`src/hw/rtl/itra_pkg.sv`:
```
`default_nettype none

package itra_pkg;

   localparam int VALUE_BITS    = 32;
   localparam int VALUE_IN_BITS = 32;
   localparam int BASE_BITS     = 6;
   localparam int DIGIT_BITS    = 6;
   localparam int CHAR_BITS     = 7;
   localparam int INDEX_BITS    = $clog2(VALUE_BITS);
   localparam int COUNT_BITS    = $clog2(VALUE_BITS + 1);

   localparam logic [CHAR_BITS-1:0]  CH_ZERO           = 7'h30;
   localparam logic [CHAR_BITS-1:0]  CH_LOWER_A        = 7'h61;
   localparam logic [CHAR_BITS-1:0]  CH_MINUS          = 7'h2d;
   localparam logic [BASE_BITS-1:0]  DEFAULT_RADIX     = 6'd10;
   localparam logic [BASE_BITS-1:0]  MIN_RADIX         = 6'd2;
   localparam logic [BASE_BITS-1:0]  MAX_RADIX         = 6'd36;
   localparam logic [DIGIT_BITS-1:0] MAX_DECIMAL_DIGIT = 6'd9;

   function automatic logic [CHAR_BITS-1:0] digit_char(input logic [DIGIT_BITS-1:0] d);
      logic [CHAR_BITS-1:0] wide;
      wide = {1'b0, d};
      if (d > MAX_DECIMAL_DIGIT) begin
         return wide - CHAR_BITS'(DEFAULT_RADIX) + CH_LOWER_A;
      end
      return wide + CH_ZERO;
   endfunction

endpackage

`default_nettype wire

```
`src/hw/rtl/itra_divider.sv`:
```
`default_nettype none

module itra_divider (
   input  wire logic                                 clock,
   input  wire logic                                 reset,
   input  wire logic                                 start,
   input  wire logic [itra_pkg::VALUE_BITS-1:0]      dividend,
   input  wire logic [itra_pkg::BASE_BITS-1:0]       radix,
   output logic                                      done,
   output logic [itra_pkg::VALUE_BITS-1:0]           quotient,
   output logic [itra_pkg::DIGIT_BITS-1:0]           remainder
);

   logic                                 run_ff, run_in;
   logic                                 done_ff, done_in;
   logic [itra_pkg::INDEX_BITS-1:0]      step_ff, step_in;
   logic [itra_pkg::VALUE_BITS-1:0]      quot_ff, quot_in;
   logic [itra_pkg::DIGIT_BITS-1:0]      rem_ff, rem_in;
   logic [itra_pkg::BASE_BITS-1:0]       radix_ff, radix_in;

   logic [itra_pkg::DIGIT_BITS:0]        partial;
   logic [itra_pkg::DIGIT_BITS:0]        diff;
   logic                                 fits;

   always_comb begin
      partial = {rem_ff, quot_ff[itra_pkg::VALUE_BITS-1]};
      fits    = partial >= {1'b0, radix_ff};
      diff    = partial - {1'b0, radix_ff};
   end

   always_comb begin
      run_in   = run_ff;
      done_in  = 1'b0;
      step_in  = step_ff;
      quot_in  = quot_ff;
      rem_in   = rem_ff;
      radix_in = radix_ff;
      if (start) begin
         run_in   = 1'b1;
         step_in  = itra_pkg::INDEX_BITS'(itra_pkg::VALUE_BITS - 1);
         quot_in  = dividend;
         rem_in   = '0;
         radix_in = radix;
      end else if (run_ff) begin
         quot_in = {quot_ff[itra_pkg::VALUE_BITS-2:0], fits};
         rem_in  = fits ? diff[itra_pkg::DIGIT_BITS-1:0] : partial[itra_pkg::DIGIT_BITS-1:0];
         step_in = step_ff - 1'b1;
         if (step_ff == '0) begin
            run_in  = 1'b0;
            done_in = 1'b1;
         end
      end
   end

   always_ff @(posedge clock) begin
      if (reset) begin
         run_ff  <= 1'b0;
         done_ff <= 1'b0;
         step_ff <= '0;
         quot_ff <= '0;
      end else begin
         run_ff  <= run_in;
         done_ff <= done_in;
         step_ff <= step_in;
         quot_ff <= quot_in;
      end
      rem_ff   <= rem_in;
      radix_ff <= radix_in;
   end

   assign done      = done_ff;
   assign quotient  = quot_ff;
   assign remainder = rem_ff;

endmodule

`default_nettype wire

```
`src/hw/rtl/itra_digit_store.sv`:
```
`default_nettype none

module itra_digit_store (
   input  wire logic                                 clock,
   input  wire logic                                 wr_en,
   input  wire logic [itra_pkg::INDEX_BITS-1:0]      wr_addr,
   input  wire logic [itra_pkg::DIGIT_BITS-1:0]      wr_data,
   input  wire logic                                 rd_en,
   input  wire logic [itra_pkg::INDEX_BITS-1:0]      rd_addr,
   output logic [itra_pkg::DIGIT_BITS-1:0]           rd_data
);

   logic [itra_pkg::DIGIT_BITS-1:0] mem [itra_pkg::VALUE_BITS];
   logic [itra_pkg::DIGIT_BITS-1:0] rd_data_ff;

   always_ff @(posedge clock) begin
      if (wr_en) begin
         mem[wr_addr] <= wr_data;
      end
   end

   always_ff @(posedge clock) begin
      if (rd_en) begin
         rd_data_ff <= mem[rd_addr];
      end
   end

   assign rd_data = rd_data_ff;

endmodule

`default_nettype wire

```
`src/hw/rtl/integer_to_radix_ascii.sv`:
```
`default_nettype none

// Channel    Ports                                        Handshake
// request    req_value, req_base, req_negative            start high while busy low
// response   rsp_character, rsp_last                      rsp_valid, one cycle each
//
// A zero value gives its single character in the cycle after the request.
// Each digit comes from the shared bit-serial divider, and each character then passes
// through the READ and EMIT states via the digit store's registered read port.
// Reset is synchronous and clears the control state; the digit store is not cleared.
// The receiver cannot stall, so every response is taken in the cycle it is shown.

module integer_to_radix_ascii (
   input  wire logic                                 clock,
   input  wire logic                                 reset,
   input  wire logic                                 start,
   output logic                                      busy,
   input  wire logic [itra_pkg::VALUE_IN_BITS-1:0]   req_value,
   input  wire logic [itra_pkg::BASE_BITS-1:0]       req_base,
   input  wire logic                                 req_negative,
   output logic                                      rsp_valid,
   output logic [itra_pkg::CHAR_BITS-1:0]            rsp_character,
   output logic                                      rsp_last
);

   typedef enum logic [3:0] {
      ST_IDLE   = 4'b0001,
      ST_DIVIDE = 4'b0010,
      ST_READ   = 4'b0100,
      ST_EMIT   = 4'b1000
   } state_type;

   state_type                            state_ff, state_in;
   logic [itra_pkg::COUNT_BITS-1:0]      count_ff, count_in;
   logic [itra_pkg::BASE_BITS-1:0]       radix_ff, radix_in;
   logic                                 rsp_valid_ff, rsp_valid_in;
   logic [itra_pkg::CHAR_BITS-1:0]       rsp_character_ff, rsp_character_in;
   logic                                 rsp_last_ff, rsp_last_in;

   logic [itra_pkg::VALUE_BITS+itra_pkg::VALUE_IN_BITS-1:0] value_wide;
   logic [itra_pkg::VALUE_BITS-1:0]      value_masked;
   logic [itra_pkg::VALUE_BITS-1:0]      magnitude;
   logic [itra_pkg::BASE_BITS-1:0]       radix_fixed;

   logic                                 div_start;
   logic [itra_pkg::VALUE_BITS-1:0]      div_dividend;
   logic                                 div_done;
   logic [itra_pkg::VALUE_BITS-1:0]      div_quotient;
   logic [itra_pkg::DIGIT_BITS-1:0]      div_remainder;

   logic                                 wr_en;
   logic                                 rd_en;
   logic [itra_pkg::COUNT_BITS-1:0]      rd_index;
   logic [itra_pkg::DIGIT_BITS-1:0]      rd_data;

   always_comb begin
      value_wide   = {{itra_pkg::VALUE_BITS{1'b0}}, req_value};
      value_masked = value_wide[itra_pkg::VALUE_BITS-1:0];
      magnitude    = req_negative ? ('0 - value_masked) : value_masked;
      if (req_base < itra_pkg::MIN_RADIX || req_base > itra_pkg::MAX_RADIX) begin
         radix_fixed = itra_pkg::DEFAULT_RADIX;
      end else begin
         radix_fixed = req_base;
      end
      rd_index = count_ff - 1'b1;
   end

   always_comb begin
      state_in         = state_ff;
      count_in         = count_ff;
      radix_in         = radix_ff;
      rsp_valid_in     = 1'b0;
      rsp_character_in = rsp_character_ff;
      rsp_last_in      = rsp_last_ff;
      div_start        = 1'b0;
      div_dividend     = div_quotient;
      wr_en            = 1'b0;
      rd_en            = 1'b0;
      case (state_ff)
         ST_IDLE: begin
            div_dividend = magnitude;
            if (start) begin
               if (value_masked == '0) begin
                  rsp_valid_in     = 1'b1;
                  rsp_character_in = itra_pkg::CH_ZERO;
                  rsp_last_in      = 1'b1;
               end else begin
                  if (req_negative) begin
                     rsp_valid_in     = 1'b1;
                     rsp_character_in = itra_pkg::CH_MINUS;
                     rsp_last_in      = 1'b0;
                  end
                  div_start = 1'b1;
                  radix_in  = radix_fixed;
                  count_in  = '0;
                  state_in  = ST_DIVIDE;
               end
            end
         end
         ST_DIVIDE: begin
            if (div_done) begin
               wr_en    = 1'b1;
               count_in = count_ff + 1'b1;
               if (div_quotient != '0) begin
                  div_start = 1'b1;
               end else begin
                  state_in = ST_READ;
               end
            end
         end
         ST_READ: begin
            rd_en    = 1'b1;
            state_in = ST_EMIT;
         end
         ST_EMIT: begin
            rsp_valid_in     = 1'b1;
            rsp_character_in = itra_pkg::digit_char(rd_data);
            rsp_last_in      = count_ff == itra_pkg::COUNT_BITS'(1);
            count_in         = count_ff - 1'b1;
            state_in         = rsp_last_in ? ST_IDLE : ST_READ;
         end
         default: begin
            state_in = ST_IDLE;
         end
      endcase
   end

   always_ff @(posedge clock) begin
      if (reset) begin
         state_ff     <= ST_IDLE;
         count_ff     <= '0;
         rsp_valid_ff <= 1'b0;
      end else begin
         state_ff     <= state_in;
         count_ff     <= count_in;
         rsp_valid_ff <= rsp_valid_in;
      end
      radix_ff         <= radix_in;
      rsp_character_ff <= rsp_character_in;
      rsp_last_ff      <= rsp_last_in;
   end

   itra_divider u_divider (
      .clock     (clock),
      .reset     (reset),
      .start     (div_start),
      .dividend  (div_dividend),
      .radix     (div_start && state_ff == ST_IDLE ? radix_fixed : radix_ff),
      .done      (div_done),
      .quotient  (div_quotient),
      .remainder (div_remainder)
   );

   itra_digit_store u_digit_store (
      .clock   (clock),
      .wr_en   (wr_en),
      .wr_addr (count_ff[itra_pkg::INDEX_BITS-1:0]),
      .wr_data (div_remainder),
      .rd_en   (rd_en),
      .rd_addr (rd_index[itra_pkg::INDEX_BITS-1:0]),
      .rd_data (rd_data)
   );

   assign busy          = state_ff != ST_IDLE;
   assign rsp_valid     = rsp_valid_ff;
   assign rsp_character = rsp_character_ff;
   assign rsp_last      = rsp_last_ff;

endmodule

`default_nettype wire

```
`config.mk`:
```
export PLATFORM = sky130hd
export DESIGN_NAME = integer_to_radix_ascii
export DESIGN_NICKNAME = d
export VERILOG_FILES = /design/src/hw/rtl/itra_pkg.sv /design/src/hw/rtl/itra_divider.sv /design/src/hw/rtl/itra_digit_store.sv /design/src/hw/rtl/integer_to_radix_ascii.sv
export SDC_FILE = /design/constraint.sdc
export NUM_CORES = 1
export LEC_CHECK = 0
export BUFFER_PORTS_ARGS = -buffer_cell sky130_fd_sc_hd__buf_2
export CAP_MARGIN = 20
export CORE_MARGIN = 4
export CORE_UTILIZATION = 55
export DETAILED_ROUTE_END_ITERATION = 12
export HOLD_SLACK_MARGIN = 0.06
export PLACE_DENSITY_LB_ADDON = 0.15
export SLEW_MARGIN = 25
export SYNTH_ARGS = -nofsm -noshare
export SYNTH_HDL_FRONTEND = slang
export SYNTH_SLANG_ARGS = --single-unit
```
`constraint.sdc`:
```
create_clock -name clock -period 3.2 [get_ports clock]
set_input_delay 0.64 -clock clock [delete_from_list [all_inputs] [get_ports clock]]
set_output_delay 0.64 -clock clock [all_outputs]
set_load 0.05 [all_outputs]
```
; ---- Word level (Yosys, flattened, before mapping)
; Memories as Yosys holds them, arrays and structs flattened. A register that Yosys moved wholly into a read port is not among the register bits.
; Cells that the tools add are included.
[word_totals]
register_bits = 76
ram_bits = 192
inputBits = 42
output_inout_bits = 10
word_cells = 102
n_memories = 1
[op_classes]
add_sub_neg = 8
order_cmp = 4
n_eq_ne = 12
n_mux = 49
bitwise_logic = 2
reduce_logical = 14
[memory_table]
columns = name, words, width, read_ports, rd_clocked_by_memory_dff, wr, line_no
row1 = u_digit_store.mem, 32, 6, 1, 1, 1, itra_digit_store.sv:13  ; logic [itra_pkg::DIGIT_BITS-1:0] mem [itra_pkg::VALUE_BITS];
[ops]
columns = op, n
row1 = 2-to-1 mux 32 bit, 4
row2 = 2-to-1 mux 6 bit, 6
row3 = 2-to-1 mux 7 bit, 5
row4 = logical NOT 32 bit, 1
row5 = nonzero test 32 bit, 1
row6 = "subtractor 1 x 32 -> 32 bit, first input constant", 1
row7 = 2-to-1 mux 1 bit, 21
row8 = case mux 6 bit (3 select lines), 1
row9 = 2-to-1 mux 4 bit, 4
row10 = case mux 4 bit (4 select lines), 1
row11 = case mux 7 bit (2 select lines), 1
row12 = 2-to-1 mux 5 bit, 2
row13 = AND reduction 4 bit, 2
row14 = "adder 6 x 6 -> 7 bit, second input constant", 1
row15 = "adder 7 bit, second input constant", 1
row16 = greater-or-equal comparator 7 x 6 -> 1 bit, 1
row17 = "subtractor 6 x 4 -> 7 bit, second input constant", 1
row18 = "adder 6 x 1 -> 6 bit, second input constant", 1
row19 = "equality test 6 x 1 -> 1 bit, second input constant", 1
row20 = "greater-than comparator 6 x 4 -> 1 bit, second input constant", 1
row21 = "greater-than comparator 6 bit, second input constant", 1
row22 = "less-than comparator 6 x 2 -> 1 bit, second input constant", 1
row23 = "inequality test 2 bit, second input constant", 3
row24 = case mux 1 bit (2 select lines), 3
row25 = other kinds (20), 24

; ---- Depth between registers and ports, before layout
; Gate-level depths: netlist of the first run.
[depth]
depth_word = 6
depth_mapped = 11

; ---- Hierarchy
; From an unflattened synthesis of the first run, not the netlist that was laid out.
[hier_totals]
hier_cells = 964
hier_area_um2 = 12841.1
[by_module_without_submodules]
columns = module, instances, cells_per_inst, area_per_inst_um2, seq_area_each_um2
row1 = itra_digit_store, 1, 323, 7649.8, 5945.7
row2 = integer_to_radix_ascii, 1, 355, 2706.3, 640.6
row3 = itra_divider, 1, 286, 2484.9, 1081.0

; ---- Worst setup path after synthesis of the first run
; OpenSTA, ideal clock, no wires.
[synth_timing]
kind = input to register
from = in req_value[1] (netlist bit)
to = reg rsp_character_ff (netlist bit rsp_character[0]) (enable)
arrival_time_ps = 2724
slack_ps = 91
cell_stages = 8
n_path_buf = 0
cell_sequence = inv_1 -> ha_1 -> or3b_2 -> nor3_1 -> nand2_1 -> nor3_1 -> nor2_1 -> o21ai_0
[synth_via]
elab_chain_cells = 3
[synth_lines]
columns = element, line_no
row1 = start: declaration, integer_to_radix_ascii.sv:18  ; input wire logic [itra_pkg::VALUE_IN_BITS-1:0] req_value,
row2 = logical NOT 32 bit, integer_to_radix_ascii.sv:83  ; if (value_masked == '0) begin
row3 = inequality test 3 bit (no source line), -
row4 = AND reduction 3 bit (no source line), -
row5 = end signal: assignment, integer_to_radix_ascii.sv:139  ; rsp_character_ff <= rsp_character_in;
row6 = end: declaration, integer_to_radix_ascii.sv:37  ; logic [itra_pkg::CHAR_BITS-1:0] rsp_character_ff, rsp_character_in;
; Every way passes these cells.
; A chain may end at the register's enable or synchronous reset.

; ---- Final worst setup path of the first run
[layout_timing]
from = reg count_ff[1] (netlist bit)
to = reg u_digit_store.rd_data_ff (netlist bit u_digit_store.rd_data[1]), read port of u_digit_store.mem (data pin)
[layout_via]
elab_chain_cells = 1
[layout_lines]
columns = element, line_no
row1 = start: declaration, integer_to_radix_ascii.sv:34  ; logic [itra_pkg::COUNT_BITS-1:0] count_ff, count_in;
row2 = start signal: assignment, integer_to_radix_ascii.sv:135  ; count_ff <= count_in;
row3 = subtractor 6 x 1 -> 6 bit, -
row4 = end: declaration, itra_digit_store.sv:14  ; logic [itra_pkg::DIGIT_BITS-1:0] rd_data_ff;
; Every way passes these cells.

==> results.txt, run 1 <==
----------------------------------------------------
[Run status]
  Run status ... completed

[Synthesis]
  Syn Area/Cell ... 14.20 sq um
  Xor and xnor fraction of the mapped netlist area ... 0.03117
  Main combinational cell family by area after synthesis ... multiplexers
  Cell types with the largest area share after synthesis ... edfxtp_1 53%, mux4_2 11%, dfxtp_1 9.1%, nor2_1 2.7%, ha_1 1.9%
  Yosys top cell area share ... 0.5294
  Mux contribution to synthesized area ... 0.1357
  Yosys synthesis warning count ... 0
  Mapped Cells ... 871
  Number of different library cells in the post-synthesis netlist ... 58
  Synthesized flop and latch total ... 274
  Library cell with the largest summed area after synthesis ... edfxtp_1
  Register area share after synthesis ... 0.6201
  Basic-gate share of the synthesized area counting and, or, nand and nor cells ... 0.09725
  Share of the synthesized area in compound gates (AO/OA/AOI/OAI) ... 0.07134
  Post-synth top flop ... edfxtp_1
  Post-Syn Nets ... 933
  Post-synth EDFFs ... 218
  Share of flip-flops with an asynchronous set or reset after synthesis ... 0
  Adder and majority gate portion of the synthesized area ... 0.02085
  Mapped cell area ... 12360 sq um

[GRT]
  First-pass GRT wire length ... 41030 um
  Tot GR Track Use ... 0.2098
  GR Overflow Total ... 0
  Pin count of the biggest net entering global routing ... between 50 and 60
  Number of global-route vias before repair ... 7418
  Antenna violations before repair ... 0

[Power and ir drop]
  Share of power burned in registers ... 0.476
  Combinational share of power ... 0.165
  Static leakage ... 0.004665 uW
  Switching portion of total power ... 0.2550
  Power spent charging and discharging nets ... 2280 uW
  Clock share of power ... 0.358
  Peak ir drop on the vdd network ... ~0.38 mV
  Power density over the cells ... 641.4 nW/um^2
  Internal ... 6660 uW

[Worst setup path]
  WS Path Type ... reg2reg
  Maximum net fanout on the critical path ... 35
  Critical Path Most Common Cell ... mux4_2
  Kind of cell adding the most delay to the critical path ... multiplexers
  CP cell instances ... inv_1 > ha_2 > buf_12 > mux4_2 > mux4_2 > mux2_2
  Count of cells along the worst register-to-register path ... 6
  Instance count on the critical path ... 6
  Sort of element at the start of the critical path ... flip-flop
  Critical-path top delay cell ... ha_2
  Data arrival time at the worst-slack endpoint ... 3200 ps
  Crit path required time ... 3460 ps
  Kind of end point of the critical path ... flip-flop
  Critical path buffers and inverters ... 2
  Register-to-register setup slack ... 260 ps
  Largest stage delay on the critical path ... 510 ps

[STA]
  Worst clock skew ... 22.88 ps
  Final setup fails ... 0
  Fin crit share ... 0.9186
  Total negative slack for setup checks ... 0 ps
  Slew Limit Fails ... 0
  Number of failing hold endpoints at the final stage ... 0
  Slew HR ... 0.3574
  Slew @ Worst Pin ... between 900 and 1000 ps
  Setup repair after global routing missed its margin ... no
  Post-layout worst setup margin ... 260.4 ps
  Final critical delay including setup and external delays ... around 2900 ps
  Highest achievable clock rate ... between 0.3 and 0.4 GHz
  Fin Hold WS ... 469.1 ps

[CTS]
  Cell at the root of the clock tree ... clkbuf_16
  Number of buffers added to fix hold violations after cts ... 0
  Post-CTS setup repair buffer count ... 0
  CTS max path bufs ... 3
  TritonCTS Buffers ... 27
  Latest clock arrival within the worst-skew pair ... 530 ps
  CTS tree ... yes
  Resize count post-CTS ... 0
  Deepest level of the CTS H-tree ... 1
  Sink count of the clock tree ... between 200 and 300
  Clock-pin transition on the worst setup and hold timing paths ... 70 ps

[Routing]
  Routed WL per cell ... 21.08 um
  Detailed Route Iter0 Violations ... 571
  1st-pass router iterations ... 5
  Post-route DRC violation count ... 0
  Sum of routed wire length over all layers ... 25910 um
  Antenna viol nets, final ... 0
  Via count ... 7486
  Number of vias per cell after detailed routing ... roughly 6

[Final layout]
  Layout cell share with drive strength beyond 1 ... 0.2234
  Nets ... 991
  Diodes inserted ... 0
  Area added between synthesis and finish ... 12.73%

[Worst hold path]
  Hold WC Path Type ... in2reg
  Cell count of the worst hold path ... 4

[Placement]
  HPWL reported at the end of detailed placement ... 17500 um
  Pre-CTS setup slack ... 83.00 ps
  Routability Congestion ... 0.8876
  Count of input and output buffers ... 51

[Floorplanning]
  Core region area ... 21960 sq um
  Die width ... approximately 160 um
  Row count ... 54
  I/O pin cnt ... 52
  Y dimension of the die ... 157.9 um
  Effective utilization at floorplan ... 0.5631
  Die Footprint ... 24940 sq um

[Flow run]
  Max Cap Violations ... 0

----------------------------------------------------
state kept, by name, indices dropped and copies added (netlist names):
name	cells
u_divider.step_ff	5
rsp_character	7
radix_ff	6
u_digit_store.mem	192
rsp_valid	1
state_ff	4
count_ff	6
u_digit_store.rd_data	6
u_divider.done	1
u_divider.run_ff	1
u_divider.radix_ff	6
u_divider.quotient	32
u_divider.remainder	6
rsp_last	1
per-layer routing:
| metal | GRT usage | share of wire | vias up |
|---|---|---|---|
| met4 | 0.03696 | 0.015 | 0 |
| met2 | 0.3571 | 0.51 | 203 |
| met3 | 0.02952 | 0.053 | 33 |
| met1 | 0.2964 | 0.42 | 3770 |
| met5 | 0 | 0 | - |
| li1 | - | - | 3480 |
cell usage after synthesis (10+ instances only):
master	instances
nand3_1	26
dfxtp_1	56
nor4_1	10
o211ai_1	18
nor2_1	90
mux4_2	60
ha_1	19
or4_1	11
mux2_2	13
inv_1	20
edfxtp_1	218
buf_2	14
a21oi_1	37
mux2i_1	18
xnor2_1	22
a211oi_1	18
o21ai_0	26
xor2_1	22
clkbuf_1	29
nand2_1	48
power groups by stage:
stage | sequential (uW) | clock (uW) | combinational (uW)
after detailed placement | 4330 | 0 | 1490
after floorplan | 4420 | 0 | 890
after global placement | 4320 | 0 | 1420
final | 4260 | 3200 | 1480
after global routing | 4270 | 3420 | 1610
after CTS | 4260 | 3260 | 1480
path summary, 6_finish.rpt:
check                                           endpoint                    from
worst max register to register  u_digit_store.rd_data[1]             count_ff[1]
worst min register to register    u_divider.quotient[13]  u_divider.quotient[13]
worst max-delay path            u_digit_store.rd_data[1]             count_ff[1]
worst min-delay path              u_divider.quotient[28]           req_value[28]
cell usage in the layout, fill, tap and decap left out, types with 7 or more instances in the layout:
cell type,Yosys,final
a211oi_1,18,18
a21oi_1,37,37
buf_2,14,51
buf_4,0,21
clkbuf_16,0,27
clkinv_2,0,7
dfxtp_1,56,55
edfxtp_1,218,218
ha_1,19,18
inv_1,20,20
mux2_2,13,13
mux2i_1,18,18
mux4_2,60,60
nand2_1,48,48
nand2b_1,8,8
nand3_1,26,26
nor2_1,90,90
nor3_1,9,9
nor4_1,10,10
o211ai_1,18,18
o21ai_0,26,26
o31ai_1,7,7
o41ai_1,8,8
or3_1,8,8
or4_1,11,11
xnor2_1,22,21
xor2_1,22,22
logic make-up after synthesis:
group / after synthesis
buf+inv: 67
simple gates: 241
flops: 274
xor+xnor: 44
compound gates: 134
fa+ha+maj: 20
mux: 91
worst reg2reg max path, cell delays in order (launching register included):
cell and delay (ps):
dfxtp_1 490, inv_1 190, ha_2 510, buf_12 270, mux4_2 400, mux4_2 500, mux2_2 320
cell type report:
class                      instances  area, sq um
clock buffer                      34        721.9
clock inverter                    15        182.7
sequential                       274         7671
timing repair buffer              76        500.5
fill                            1595         8020
multi-input combinational        530         4437
tap                              280        350.3
inverter                          20        75.07
per-stage QoR:
stage | power (uW) | area [sq um] | instances | util
after CTS | 9000 | 13930 | 1229 | 0.6344
after detailed placement | 5818 | 13030 | 1180 | 0.5932
after floorplan | 5308 | 12360 | 871 | -
final | 8941 | 13940 | 1229 | 0.6348
after global routing | 9305 | 13940 | 1229 | 0.6348
after global placement | 5745 | 13000 | 1179 | 0.5920
(Power assumes the default switching activity.)
==> run 2: changes to the inputs <==
- REMOVE_ABC_BUFFERS: default -> 1
==> results.txt, run 2 (synthesis results as in run 1) <==
----------------------------------------------------
[Power and ir drop]
  Peak ir drop on the vdd network ... 0.4264 mV (was 0.3800 mV)
  Switching portion of total power ... 0.2614 (was 0.2550)
  Internal ... 6390 uW (was 6660 uW)
  Power spent charging and discharging nets ... 2262 uW (was 2280 uW)
  Static leakage ... 0.004610 uW (was 0.004665 uW)
  Clock share of power ... 0.336 (was 0.358)
  Share of power burned in registers ... 0.492 (was 0.476)
  Power density over the cells ... 625.4 nW/um^2 (was 641.4 nW/um^2)
  Combinational share of power ... 0.172 (was 0.165)

[CTS]
  Cell at the root of the clock tree ... clkbuf_16 (unchanged)
  CTS max path bufs ... 3 (unchanged)
  Number of buffers added to fix hold violations after cts ... 0 (unchanged)
  TritonCTS Buffers ... 27 (unchanged)
  Latest clock arrival within the worst-skew pair ... 540 ps (was 530 ps)
  Post-CTS setup repair buffer count ... 0 (unchanged)
  CTS tree ... yes (unchanged)
  Sink count of the clock tree ... 274 (unchanged)
  Resize count post-CTS ... 0 (unchanged)
  Deepest level of the CTS H-tree ... 1 (unchanged)
  Clock-pin transition on the worst setup and hold timing paths ... 70 ps (about the same)

[Routing]
  Post-route DRC violation count ... 0 (unchanged)
  Sum of routed wire length over all layers ... 26060 um (was 25910 um)
  Number of vias per cell after detailed routing ... 6.143 (was 6.091)
  Detailed Route Iter0 Violations ... 684 (was 571)
  1st-pass router iterations ... 5 (unchanged)
  Via count ... 7550 (was 7486)
  Antenna viol nets, final ... 0 (unchanged)
  Routed WL per cell ... 21.20 um (was 21.08 um)

[Worst hold path]
  Hold WC Path Type ... in2reg (unchanged)

[Floorplanning]
  Die width ... 157.9 um (unchanged)
  Y dimension of the die ... 157.9 um (unchanged)
  Core region area ... 21960 sq um (unchanged)
  Die Footprint ... 24940 sq um (unchanged)
  Row count ... 54 (unchanged)
  Effective utilization at floorplan ... 0.5631 (unchanged)
  I/O pin cnt ... 52 (unchanged)

[STA]
  Worst clock skew ... 14.01 ps (was 22.88 ps)
  Slew Limit Fails ... 0 (unchanged)
  Number of failing hold endpoints at the final stage ... 0 (unchanged)
  Final critical delay including setup and external delays ... 2986 ps (was 2940 ps)
  Post-layout worst setup margin ... 214.1 ps (was 260.4 ps)
  Highest achievable clock rate ... 0.3349 GHz (was 0.3402 GHz)
  Fin Hold WS ... 438.5 ps (was 469.1 ps)
  Slew HR ... 0.3461 (was 0.3574)
  Slew @ Worst Pin ... 980.8 ps (was 963.9 ps)
  Final setup fails ... 0 (unchanged)
  Fin crit share ... 0.9331 (was 0.9186)
  Setup repair after global routing missed its margin ... no (unchanged)

[Final layout]
  Most flops, register ... u_digit_store.mem (unchanged)
  Post-Route Utilization ... 0.6300 (was 0.6348)
  Layout cell share with drive strength beyond 1 ... 0.2131 (was 0.2234)
  Nets ... 991 (unchanged)
  Area added between synthesis and finish ... 11.89% (was 12.73%)
  Filler instances ... 1581 (was 1595)
  Highest-count cells in the layout ignoring fill and taps ... 218 x edfxtp_1, 90 x nor2_1, 60 x mux4_2 (unchanged)
  Final design instance area without fill ... 13830 sq um (was 13940 sq um)
  Most common cell after layout, fill and taps aside ... edfxtp_1 (unchanged)
  Flip-flop count of the largest register, all copies and words added ... 192 (unchanged)

[Placement]
  Count of input and output buffers ... 51 (unchanged)
  Routability Congestion ... 0.8513 (was 0.8876)
  HPWL reported at the end of detailed placement ... 17690 um (was 17500 um)
  Area of placed instances ... 13030 sq um (unchanged)
  Pre-CTS setup slack ... 123.0 ps (was 83.00 ps)

[GRT]
  Pin count of the biggest net entering global routing ... 57 (unchanged)
  First-pass GRT wire length ... 41450 um (was 41030 um)
  Tot GR Track Use ... 0.2115 (was 0.2098)
  Number of global-route vias before repair ... 7508 (was 7418)
  GR Overflow Total ... 0 (unchanged)
  Antenna violations before repair ... 0 (unchanged)

[Worst setup path]
  Kind of end point of the critical path ... flip-flop (unchanged)
  Crit path required time ... 3470 ps (was 3460 ps)
  Sort of element at the start of the critical path ... flip-flop (unchanged)
  Data arrival time at the worst-slack endpoint ... 3260 ps (was 3200 ps)
  Maximum net fanout on the critical path ... 11 (was 35)
  WS Path Type ... reg2reg (unchanged)

[Run status]
  Run status ... completed (unchanged)

[Flow run]
  Max Cap Violations ... 0 (unchanged)

----------------------------------------------------
## run 2: changes by cell type in the layout (fill, tap and decap cells not counted), sizes merged
| cell | previous run | this run |
|---|---|---|
| bufinv | 4 | 1 |
| clkbuf | 34 | 38 |
| clkinv | 9 | 7 |
| clkinvlp | 2 | 0 |
| diode | 0 | 1 |
| inv | 20 | 22 |
## run 2: metal layers
layer | routed length [um] | share of wire | track usage
met2 | 12820 | 0.49 | 0.3366
met1 | 11220 | 0.43 | 0.3089
met3 | 1639 | 0.063 | 0.03855
met5 | 0 | 0 | 0
met4 | 385 | 0.015 | 0.04874
## run 2: critical path, stage by stage, from the launching register on
cell,delay [ps]
dfxtp_1,510
inv_1,190
ha_2,590
buf_4,250
mux4_2,320
mux4_2,530
mux2_2,320
## run 2: worst paths after layout
check | startpoint | to | slack (ps) | depth (start not counted)
worst max register to register | count_ff[1] | u_digit_store.rd_data[4] | 210 | 6
worst min-delay path | req_base[2] | radix_ff[2] | 440 | 2
worst max-delay path | count_ff[1] | u_digit_store.rd_data[4] | 210 | 6
worst min register to register | count_ff[5] | count_ff[5] | 470 | 1
## run 2: layout make-up
cell class                 instances  area, sq um  share of cell area
antenna                            1        2.502           0.0001809
clock buffer                      38        716.9             0.05182
clock inverter                    10        88.84            0.006421
inverter                          20        75.07            0.005426
multi-input combinational        530         4437              0.3207
sequential                       274         7671              0.5545
tap                              280        350.3             0.02532
timing repair buffer              76        493.0             0.03563
## run 2: stage by stage
| stage | power [uW] | setup TNS (ps) | instances |
|---|---|---|---|
| after floorplan | 5269 | -81660 | 824 |
| after global placement | 5755 | 0 | 1180 |
| after detailed placement | 5816 | 0 | 1180 |
| after CTS | 8722 | 0 | 1228 |
| after global routing | 9046 | 0 | 1228 |
| final | 8652 | 0 | 1229 |
## run 2: power by group through the flow
stage	combinational, uW	sequential (uW)	clock, uW
floorplan	835	4430	0
global placement	1430	4320	0
detailed placement	1490	4330	0
CTS	1490	4250	2970
global route	1630	4270	3150
finish	1490	4260	2910
==> run 3: changes to the inputs <==
- CORE_MARGIN: 4 -> default
==> results.txt, run 3 (synthesis results as in run 1) <==
----------------------------------------------------
[Run status]
  Run status ... finished with violations (was completed)
  Failing checks ... design-rule violations

[CTS]
  Latest clock arrival within the worst-skew pair ... 550 ps (was 540 ps)
  Deepest level of the CTS H-tree ... 1 (unchanged)
  Sink count of the clock tree ... 274 (unchanged)
  Number of buffers added to fix hold violations after cts ... 0 (unchanged)
  Post-CTS setup repair buffer count ... 0 (unchanged)
  CTS tree ... yes (unchanged)
  TritonCTS Buffers ... 27 (unchanged)
  Clock-pin transition on the worst setup and hold timing paths ... 60 ps (was 70 ps)
  Resize count post-CTS ... 0 (unchanged)
  CTS max path bufs ... 3 (unchanged)
  Cell at the root of the clock tree ... clkbuf_16 (unchanged)

[Worst setup path]
  Largest stage delay on the critical path ... 520 ps (was 590 ps)
  Kind of end point of the critical path ... flip-flop (unchanged)
  Count of cells along the worst register-to-register path ... 6 (unchanged)
  Critical-path top delay cell ... mux4_2 (was ha_2)
  Critical path buffers and inverters ... 2 (unchanged)
  CP cell instances ... inv_1 > ha_2 > buf_4 > mux4_2 > mux4_2 > mux2_2 (unchanged)
  Kind of cell adding the most delay to the critical path ... multiplexers (unchanged)
  Register-to-register setup slack ... 390 ps (was 210 ps)
  FF-to-FF End ... u_digit_store.rd_data[4] (unchanged)
  Data arrival time at the worst-slack endpoint ... 3080 ps (was 3260 ps)
  Critical Path Most Common Cell ... mux4_2 (unchanged)
  Critical register-to-register path startpoint ... count_ff[1] (unchanged)
  Sort of element at the start of the critical path ... flip-flop (unchanged)
  WS Path Type ... reg2reg (unchanged)
  Crit path required time ... 3470 ps (about the same)
  Maximum net fanout on the critical path ... 12 (was 11)

[Power and ir drop]
  Clock share of power ... 0.347 (was 0.336)
  Post-route total power ... 8785 uW (was 8652 uW)
  Peak ir drop on the vdd network ... 0.4247 mV (was 0.4264 mV)
  Internal ... 6490 uW (was 6390 uW)
  Share of power burned in registers ... 0.486 (was 0.492)
  Static leakage ... 0.004637 uW (was 0.004610 uW)
  Power spent charging and discharging nets ... 2296 uW (was 2262 uW)
  Combinational share of power ... 0.167 (was 0.172)
  Switching portion of total power ... 0.2613 (was 0.2614)
  Power density over the cells ... 632.5 nW/um^2 (was 625.4 nW/um^2)

[STA]
  Fin Hold WS ... 444.3 ps (was 438.5 ps)
  Fin crit share ... 0.8790 (was 0.9331)
  Number of failing hold endpoints at the final stage ... 0 (unchanged)
  Final critical delay including setup and external delays ... 2813 ps (was 2986 ps)
  Slew @ Worst Pin ... 720.0 ps (was 980.8 ps)
  Setup repair after global routing missed its margin ... no (unchanged)
  Highest achievable clock rate ... 0.3555 GHz (was 0.3349 GHz)
  Slew Limit Fails ... 0 (unchanged)
  Slew HR ... 0.5182 (was 0.3461)
  Final setup fails ... 0 (unchanged)
  Worst clock skew ... 28.16 ps (was 14.01 ps)

[Floorplanning]
  Die Footprint ... 23080 sq um (was 24940 sq um)
  Effective utilization at floorplan ... 0.5631 (unchanged)
  Die width ... 151.9 um (was 157.9 um)
  Core region area ... 21960 sq um (unchanged)
  Y dimension of the die ... 151.9 um (was 157.9 um)
  I/O pin cnt ... 52 (unchanged)
  Row count ... 54 (unchanged)

[Flow run]
  Max Cap Violations ... 0 (unchanged)

[GRT]
  Tot GR Track Use ... 0.2305 (was 0.2115)
  Number of global-route vias before repair ... 7583 (was 7508)
  GR Overflow Total ... 0 (unchanged)
  Antenna violations before repair ... 1 (was 0)
  Pin count of the biggest net entering global routing ... 57 (unchanged)
  First-pass GRT wire length ... 41570 um (was 41450 um)

[Final layout]
  Highest-count cells in the layout ignoring fill and taps ... 218 x edfxtp_1, 90 x nor2_1, 60 x mux4_2 (unchanged)
  Nets ... 991 (unchanged)
  Layout cell share with drive strength beyond 1 ... 0.2168 (was 0.2131)
  Most flops, register ... u_digit_store.mem (unchanged)
  Most common cell after layout, fill and taps aside ... edfxtp_1 (unchanged)
  Final design instance area without fill ... 13890 sq um (was 13830 sq um)
  Filler instances ... 1584 (was 1581)
  Flip-flop count of the largest register, all copies and words added ... 192 (unchanged)
  Area added between synthesis and finish ... 12.35% (was 11.89%)

[Routing]
  Via count ... 7627 (was 7550)
  Number of vias per cell after detailed routing ... 6.196 (was 6.143)
  Detailed Route Iter0 Violations ... 665 (was 684)
  Antenna viol nets, final ... 0 (unchanged)
  1st-pass router iterations ... 9 (was 5)
  Sum of routed wire length over all layers ... 26130 um (was 26060 um)
  Routed WL per cell ... 21.22 um (was 21.20 um)
  Post-route DRC violation count ... 5 (was 0)

[Placement]
  Area of placed instances ... 13030 sq um (unchanged)
  HPWL reported at the end of detailed placement ... 17740 um (was 17690 um)
  Count of input and output buffers ... 51 (unchanged)
  Routability Congestion ... 0.8714 (was 0.8513)

[Worst hold path]
  Worst min-delay path startpoint ... req_base[1] (was req_base[2])
  Worst Hold Endpoint ... radix_ff[1] (was radix_ff[2])
  Cell count of the worst hold path ... 2 (unchanged)
  Hold WC Path Type ... in2reg (unchanged)

----------------------------------------------------
## run 3: cell count changes in the layout (fill, tap and decap cells not counted)
cell,before,now
buf_16,0,1
buf_12,4,3
clkbuf_1,11,7
clkinv_1,4,6
bufinv_16,1,2
clkinvlp_4,0,1
clkinv_2,3,4
clkbuf_8,0,1
## run 3: layout make-up
class | instances | area, sq um | share of cell area
sequential | 274 | 7671 | 0.5522
clock inverter | 15 | 138.9 | 0.009998
clock buffer | 35 | 715.7 | 0.05152
tap | 280 | 350.3 | 0.02522
timing repair buffer | 76 | 500.5 | 0.03603
inverter | 20 | 75.07 | 0.005404
multi-input combinational | 530 | 4437 | 0.3194
antenna | 1 | 2.502 | 0.0001801
## run 3: through the flow
| step | util | worst slack, ps | setup TNS [ps] | std cells |
|---|---|---|---|---|
| after global routing | 0.6326 | 255.3 | 0 | 1231 |
| final | 0.6326 | 387.2 | 0 | 1231 |
| after floorplan | - | -2178 | -81660 | 824 |
| after detailed placement | 0.5932 | 57.69 | 0 | 1180 |
| after CTS | 0.6321 | 384.4 | 0 | 1230 |
| after global placement | 0.5920 | 176.7 | 0 | 1179 |
## run 3: worst max-delay path by stage
stage,from,slack (ps),end,depth (start not counted)
detailed placement,req_value[9],60,u_divider.quotient[5],8
CTS,u_divider.quotient[15],380,u_divider.quotient[10],7
global route,u_divider.quotient[15],260,u_divider.quotient[10],7
global placement,req_value[9],180,u_divider.quotient[1],8
floorplan,count_ff[0],-2180,u_digit_store.rd_data[0],5
finish,count_ff[1],390,u_digit_store.rd_data[4],6
## run 3: layer usage
layer | global-route usage | share of wire
met1 | 0.3246 | 0.43
met3 | 0.03337 | 0.055
met5 | 0 | 0
met4 | 0.06900 | 0.022
met2 | 0.3757 | 0.49
## run 3: power groups by stage
| stage | combinational, uW | clock, uW | sequential (uW) |
|---|---|---|---|
| after floorplan | 835 | 0 | 4430 |
| after global placement | 1400 | 0 | 4330 |
| after detailed placement | 1480 | 0 | 4340 |
| after CTS | 1480 | 3100 | 4270 |
| after global routing | 1610 | 3250 | 4280 |
| final | 1470 | 3050 | 4270 |
